==> src/hdl/asd_isqrt.sv <==
// ----------------------------------------------------------------------------
// asd_isqrt
// Iterative integer square root, one result bit per cycle (restoring digit
// recurrence on two radicand bits at a time).
// ----------------------------------------------------------------------------
`default_nettype none

module asd_isqrt #(
  parameter int RT_W = 17
) (
  input  wire logic              clk,
  input  wire logic              rst,
  input  wire logic              start,
  input  wire logic [2*RT_W-1:0] radicand,
  output logic                   done,
  output logic      [RT_W-1:0]   root
);

  localparam int RAD_W = 2 * RT_W;
  localparam int REM_W = RT_W + 2;
  localparam int CND_W = REM_W + 2;
  localparam int CNT_W = $clog2(RT_W + 1);

  logic [RAD_W-1:0] rad;
  logic [REM_W-1:0] rem;
  logic [CNT_W-1:0] cnt;
  logic             busy;

  logic [CND_W-1:0] cand;
  logic [CND_W-1:0] trial;
  logic [CND_W-1:0] diff;
  logic             ge;

  always_comb begin
    cand  = {rem, rad[RAD_W-1 -: 2]};
    trial = CND_W'({root, 2'b01});
    diff  = cand - trial;
    ge    = (cand >= trial);
  end

  always_ff @(posedge clk) begin
    if (rst) begin
      busy <= 1'b0;
      done <= 1'b0;
      cnt  <= '0;
    end else begin
      done <= 1'b0;
      if (start) begin
        busy <= 1'b1;
        cnt  <= CNT_W'(RT_W);
      end else if (busy) begin
        cnt <= cnt - CNT_W'(1);
        if (cnt == CNT_W'(1)) begin
          busy <= 1'b0;
          done <= 1'b1;
        end
      end
    end
  end

  always_ff @(posedge clk) begin
    if (start) begin
      rad  <= radicand;
      rem  <= '0;
      root <= '0;
    end else if (busy) begin
      rad  <= rad << 2;
      rem  <= ge ? REM_W'(diff) : REM_W'(cand);
      root <= {root[RT_W-2:0], ge};
    end
  end

endmodule

`default_nettype wire

==> config.mk <==
export PLATFORM = sky130hd
export DESIGN_NAME = asd_isqrt
export DESIGN_NICKNAME = d
export VERILOG_FILES = /design/src/hdl/asd_isqrt.sv
export SDC_FILE = /design/constraint.sdc
export NUM_CORES = 1
export LEC_CHECK = 0
export BUFFER_PORTS_ARGS = -buffer_cell sky130_fd_sc_hd__buf_2
export CAP_MARGIN = 25
export CORE_MARGIN = 1
export CORE_UTILIZATION = 45
export CTS_CLUSTER_SIZE = 40
export DETAILED_ROUTE_END_ITERATION = 10
export MAX_ROUTING_LAYER = met4
export PLACE_DENSITY_LB_ADDON = 0.2
export SYNTH_ARGS = -nofsm -noshare
export SYNTH_HDL_FRONTEND = slang
export SYNTH_SLANG_ARGS = --single-unit
==> constraint.sdc <==
create_clock -name clk -period 3.85 [get_ports clk]
set_input_delay 0.5775 -clock clk [delete_from_list [all_inputs] [get_ports clk]]
set_output_delay 0.5775 -clock clk [all_outputs]
set_load 0.02 [all_outputs]
* Word level (Yosys, flattened, before mapping)
Index checks and enable logic that the tools add are counted.
** Word-level totals
- Register bits :: 77
- Output and inout port bits :: 18
- Input port bits :: 37
** Operators by class
- Magnitude comparators :: 1
- Add/sub/neg operators :: 2
- Muxes and demuxes :: 9
- Reductions and logical operators :: 3
- Bitwise gates (word level) :: 1
- Eq/ne operators :: 1
** Operators by type and width (count)
- 34-bit two-way mux :: 2
- 21-bit by 19-bit >= comparator with 1-bit output :: 1
- 19-bit two-way mux :: 1
- 19-bit subtractor :: 1
- 5-bit two-way mux :: 2
- 5-bit by 1-bit == test with 1-bit output (second input constant) :: 1
- 5-bit by 1-bit subtractor with 5-bit output (second input constant) :: 1
- 1-bit two-way mux :: 4
- 3-bit OR reduction :: 1
- 2-bit nonzero test :: 1
- 2-bit OR reduction :: 1
- 1-bit NOT :: 1

* Longest topological paths before layout
Gate-level depths: netlist (run 1).
- Depth in word-level cells :: 4
- Gate-level depth with buffers :: 10

* Least setup slack after synthesis (run 1)
No wires, ideal clock.
- Path kind :: reg2reg
- Start point :: register root[1]
- End point :: register rem[5]
- Arrival :: 2365 ps
- Clock period less this slack :: 2496 ps
- Path buffers :: 1
- Slack :: 1354 ps
- Cell stages (with the launch flop) :: 10
- Cell sequence :: dfxtp_1 -> inv_1 -> ha_1 -> nand2_2 -> o31ai_4 -> o2111ai_4 -> a2111o_1 -> buf_2 -> a211oi_1 -> a311oi_1
** On the way
- Word-level cells in the longest chain between the ends :: 2
- Elaborated cells on any way between the ends :: 3
** RTL lines
- from (decl) :: line 16 : output logic [RT_W-1:0] root
- from (signal assigned) :: line 69 : root <= {root[RT_W-2:0], ge};
- 19-bit subtractor or 21-bit by 19-bit >= comparator with 1-bit output (tied branches) :: line 37, 38
- 19-bit two-way mux * :: line 68 : rem <= ge ? REM_W'(diff) : REM_W'(cand);
- to (signal assigned) :: line 68
- to (decl) :: line 25 : logic [REM_W-1:0] rem;
Every way passes the cells marked *; elsewhere a longest branch is shown, timed or not.
A chain may end at the register's enable or synchronous reset.

* Worst setup path in the final report (run 1)
Ends and elaborated chain as after synthesis.

==> results of run 1 <==
## critical path, cell delays in order (launching register included)
cell and delay, ns:
dfxtp_1 0.40, inv_1 0.07, ha_1 0.35, nand2_2 0.10, o31ai_4 0.39, o2111ai_4 0.20
a2111oi_4 0.91, nor2_1 0.21, a311oi_1 0.32
## registers in the layout, summed over array words and instances (netlist names)
signal / flops
rad: 34
busy: 1
rem: 19
done: 1
root: 17
cnt: 5
## cell usage in the layout, fill, tap and decap left out, types with 7 or more instances in the layout
master and count:
and2_1 7, a21oi_1 23, o211ai_1 10, nor2_1 48
nand3_1 12, nand2_1 22, nor3_1 8, o21ai_0 12
inv_1 30, mux2_2 34, edfxtp_1 34, a21o_1 7
mux2i_1 18, buf_2 54, dfxtp_1 42, ha_1 21
clkbuf_8 9
## kinds of logic (layout without fill, tap and decap cells)
| kind of cell | after synthesis | after routing | share of synthesized area (%) |
|---|---|---|---|
| and+or+nand+nor | 123 | 123 | 13.3 |
| AOI/OAI and AO/OA | 107 | 107 | 18.2 |
| DFF | 77 | 77 | 42.7 |
| buffers and inverters | 57 | 104 | 5.39 |
| muxes | 52 | 52 | 12.8 |
| adders and majority gates | 21 | 21 | 5.96 |
| xor gates and xnor gates | 9 | 9 | 1.79 |
## per-layer routing
| layer | part of all wire [%] | wire [um] | vias up |
|---|---|---|---|
| li1 | - | - | 1732 |
| met1 | 46 | 4580 | 1662 |
| met2 | 48 | 4790 | 80 |
| met3 | 4.6 | 465 | 17 |
| met4 | 1.6 | 163 | 0 |
| met5 | 0 | 0 | - |
## layout make-up
| class | count | area (um2) | area share, % |
|---|---|---|---|
| Inverter | 30 | 113 | 2.29 |
| Timing Repair Buffer | 58 | 300 | 6.11 |
| Sequential cell | 77 | 1880 | 38.3 |
| Tap cell | 129 | 161 | 3.28 |
| Clock inverter | 5 | 36.3 | 0.738 |
| Multi-Input combinational cell | 312 | 2290 | 46.6 |
| Clock buffer | 11 | 131 | 2.67 |
## report_power, final
group	internal [mW]	total [mW]	leakage [nW]	switching (mW)
Clock	0.236	0.555	0.0760	0.320
Sequential	0.967	1.05	0.694	0.0845
Combinational	0.662	1.69	1.19	1.02
Total	1.87	3.29	1.96	1.43
## metrics by stage
stage,cell area [um2],instances
finish,4920,622
floorplan,4410,446
detailed placement,4750,606
global route,4920,622
CTS,4920,622
global placement,4750,606
## path summary, 6_finish.rpt
check / endpoint / slack, ns / depth (start not counted)
max reg2reg: rem[5] / 0.82 / 8
min reg2reg: rem[13] / 0.52 / 2
min: cnt[4] / 0.47 / 2
max: rem[5] / 0.82 / 8
==> run metrics, run 1 <==
dpl hpwl 7090 um; gr usage total 21.7%; Slew Limit Fails 0; nets@finish 546; yosys warns 0; nature of the critical path startpoint flop; leakage dissipation 1.96 nW; first-pass GRT wire length 16800 um; Core ar. 0.00937 mm2; leading area contributor after synthesis edfxtp_1; layout cells sized above 1 23.1%; clock-pin slew on the worst setup and hold paths 0.09 ns; Slew headroom a little under two fifths; TritonCTS buffer count 9; final hold slack 0.470 ns; hold path start rst; dominant synthesized flop cell dfxtp_1; P&R area growth vs syn 11.5%; met2 Use GR 34.2%; final core occ 52.5%; residual DRC count 0; r2r startpoint root[1]; final setup vio count 0; Tightest Pin Transition 0.927 ns; minimum clock period around 3.0 ns; pwr/cell area between 600 and 700 mW/mm2; worst hold path type in2reg; area share of the largest cell type after synthesis 23.1%; kind of critical path reg2reg; Initial Utilization 47.1%; RePlAce Congestion just under 1; initial antenna violation count 0; Synth Register Bits just under 80; Remaining Overflow, GRT 0; std cell rows 35; clock skew ~0.013 ns; VDD IR max 0.318 mV; run status completed; crit path DAT 3.30 ns; CTS tree done; Crit Path Max Fanout 15; RSZ-0062 raised after global routing no; CTS sink cnt 77; CP Capture Type flop; Global Route met1 Usage 27.5%; DRT Wirelength 10000 um; fmax 330 MHz; post_cts resized 0; most numerous cell in the Yosys netlist nor2_1; register area share after synthesis 42.7%; period utilization 78.8%; via count approximately 3500; Die Width between 100 and 150 um; CP startpoint root[1]; gr busiest metal met2; clock buffer depth 2; Filler cells 904; CTS Root Cell clkbuf_8; overall power 3.29 mW; top cells by count, synth nor2_1 (48), dfxtp_1 (43), edfxtp_1 (34), mux2_2 (34), inv_1 (30); post-CTS setup buffer count 0; PortBufs 54; hold buffer count at CTS 0; Die Ht 101 um; Crit path required time 4.11 ns; largest net degree at the start of global routing 44; syn_area_per_cell 9.89 um2; grt met3 use 4.65%; Post-Syn Nets 504; via/cell ratio 5.61; cell area after synthesis 0.00441 mm2; final worst slack 0.816 ns; clock latency on the worst-skew pair 0.36 ns; dpl ws between 0.9 and 1 ns; full die area approximately 0.010 mm2; Post-DRT Antenna Nets 0; drt pass-1 iters 4; distinct cell type count after synthesis slightly below 60; 1st-iter DRT viols 228; total negative slack 0 ns; IO Count 55; Final Hold Vio Count 0; number of flops mapped to enable cells by yosys 34; vias in the first global route ~3500; Syn Inst Count 446; H-tree depth 3; routed len/inst 16.1 um; n_diodes 0; Synth async-reset ratio 0%; top cells by area, synth edfxtp_1 (23%), dfxtp_1 (20%), mux2_2 (8.7%), ha_1 (6.0%), mux2i_1 (4.1%); max_cap viols 0
(Power assumes the default switching activity.)
==> run 2: changes to the inputs <==
- ABC_AREA: not set -> 1
- clock period: 3.85 -> 2.9 ns (I/O delays scaled with it)
==> run 2 against run 1 <==
Against the previous run: setup slack worse by 0.11 ns; critical endpoint is now rem[9]; clock-buffer cell count is 2 lower; sequential power up 28%; register-to-register slack worse by 0.11 ns; critical path depth rose by 5; via count up 5.4%; largest power group unchanged; clock skew increased by 0.0016 ns.
==> run metrics, run 2 <==
Critical Path Slowest Stage Cell ha_1; area share of the largest cell type after synthesis 23.7%; nature of the critical path startpoint flop; post-synthesis xor/xnor area fraction 2.03%; full die area 0.00997 mm2; Tightest Pin Transition 0.617 ns; clock-pin slew on the worst setup and hold paths 0.08 ns; Crit Path Max Fanout 31; dpl hpwl 6690 um; CP startpoint root[14]; Register Area 0.00188 mm2; RR Endpoint rem[9]; minimum clock period 2.19 ns; Die Width approximately 100 um; register area share after synthesis 43.7%; top cells by area, synth edfxtp_1 (24%), nand2_1 (20%), dfxtp_1 (20%), inv_1 (6.4%), ha_1 (6.1%); TritonCTS buffer count 9; Syn Inst Count around 580; Die Ht 99.9 um; initial antenna violation count 0; PortBufs between 50 and 60; final hold slack 0.253 ns; final core occ a little over half; r2r startpoint root[14]; clock latency on the worst-skew pair 0.36 ns; CTS sink cnt a little under 80; number of flops mapped to enable cells by yosys 34; overall power 4.20 mW; RSZ-0062 raised after global routing no; Placed Area approximately 0.0047 mm2; main combinational cell family by area after synthesis simple AND/OR/NAND/NOR gates; n_diodes 0; top cells by count, synth nand2_1 (230), inv_1 (73), dfxtp_1 (43); post-CTS setup buffer count 0; P&R area growth vs syn 14.4%; Synth async-reset ratio 0%; DRT Wirelength ~9000 um; nets@finish 697; leading area contributor after synthesis edfxtp_1; post_cts resized 0; Slew headroom 58.8%; Synth Register Bits 77; CTS tree done; Top Registers rad (34), rem (19), root (17); mux cell area share after synthesis 0%; first-pass GRT wire length about 16000 um; vias in the first global route between 3000 and 4000; Post-DRT Antenna Nets 0; clock buffer depth 2; crit path DAT approximately 2.4 ns; simple-gate share of the synthesized area 31.1%; VDD IR max 0.396 mV; std cell rows 35; cell area after synthesis roughly 0.0043 mm2; pwr/cell area 851 mW/mm2; yosys warns 0; leakage dissipation ~2.5 nW; RePlAce Congestion 0.925; Core ar. approximately 0.0092 mm2; fmax 456 MHz; total negative slack 0 ns; R2R setup slack 0.71 ns; routed len/inst between 10 and 15 um; R2R depth 13; via/cell ratio between 4 and 5; drt pass-1 iters 4; syn_area_per_cell 7.38 um2; adder-cell share of the synthesized area 6.10%; worst path cell trace inv_1, ha_1, nand2_1, inv_1, nand2_1, nand2_1, nand2_1, nand2_1, nor2_2, nand2_4, or2_2, nand3_1, nand2_1; H-tree depth 3; Largest stage delay, worst path 0.37 ns; run status completed; hold buffer count at CTS 0; distinct cell type count after synthesis 37; max_cap viols 0; CP Capture Type flop; commonest non-fill, non-tap cell in the layout nand2_1; dominant synthesized flop cell dfxtp_1; gr usage total between 20% and 30%; Compound-Gate Fraction of Synth Area 8.24%; 1st-iter DRT viols 93; Remaining Overflow, GRT 0; most frequent cells in the layout nand2_1 (230), inv_1 (73), buf_2 (54), dfxtp_1 (43), edfxtp_1 (34); worst setup path end rem[9]; most used cell, CP nand2_1; residual DRC count 0; area of the multi-input gates 0.00205 mm2; final setup vio count 0; IO Count 55; period utilization 75.6%; clock skew 0.0151 ns; worst hold path type in2reg; kind of critical path reg2reg; Slew Limit Fails 0; largest net degree at the start of global routing 52; via count 3681; post-route cell area 0.00493 mm2; CTS Root Cell clkbuf_8; Initial Utilization 46.6%; Crit path required time between 3 and 4 ns; number of flip-flops in the largest register 34; most numerous cell in the Yosys netlist nand2_1; layout cells sized above 1 15.5%; Filler cells 914; Post-Syn Nets 642; Biggest register rad; Final Hold Vio Count 0
run 2: cell types whose count changed in the layout (fill, tap and decap cells not counted), sizes merged, moves of 6 or more:
cell / before / now
nand3: 12 / 23
nand2: 23 / 242
nor2: 48 / 35
o22ai: 3 / 16
a311oi: 6 / 0
a21oi: 23 / 17
mux2i: 18 / 0
inv: 31 / 80
and2: 7 / 0
a21o: 7 / 0
mux2: 34 / 0
run 2: worst min-delay path by stage:
stage / from / to / slack, ns / depth (start not counted)
after floorplan: cnt[4] / cnt[4] / 0.44 / 2
after global placement: rem[17] / rem[17] / 0.46 / 2
after detailed placement: rem[17] / rem[17] / 0.46 / 2
after CTS: rst / cnt[4] / 0.24 / 2
after global routing: rst / cnt[4] / 0.24 / 2
final: rst / cnt[4] / 0.25 / 2
run 2: through the flow:
stage          cells  worst slack [ns]
2_1_floorplan    584             0.869
3_3_place_gp     757             0.734
3_5_place_dp     757             0.715
4_1_cts          773             0.691
5_1_grt          773             0.476
6_report         773             0.706
run 2: critical path: cells and delay by family, from the launching register on:
kind / cells / cell delay (ns)
AND/OR/NAND/NOR: 10 / 1.28
adder cells (fa/ha/maj): 1 / 0.37
flip-flops: 1 / 0.33
buffers and inverters: 2 / 0.12
run 2: logic make-up after synthesis:
kind of cell	Yosys count
and+or+nand+nor	319
adders and majority gates	21
xor gates and xnor gates	10
AOI/OAI and AO/OA	60
DFF	77
buffers and inverters	97
run 2: per-layer routing:
layer | part of all wire, % | global-route usage (%) | vias up
met1 | 48 | 24.1 | 1624
li1 | - | - | 1974
met5 | 0 | - | -
met3 | 3.0 | 3.48 | 21
met2 | 47 | 34.0 | 62
met4 | 2.2 | 10.2 | 0
run 2: report_power, final:
part	total [mW]	switching [mW]	internal [mW]
sequential	1.34	0.0708	1.27
combinational	1.94	1.25	0.696
clock	0.917	0.426	0.491
run 2: area by class of cell:
class | count | share of cell area [%]
clock buffers | 9 | 2.51
repair buffers | 60 | 6.40
inverters | 81 | 6.17
well taps | 129 | 3.27
flip-flops and latches | 77 | 38.2
clock inverters | 7 | 1.98
multi-input cells | 410 | 41.5
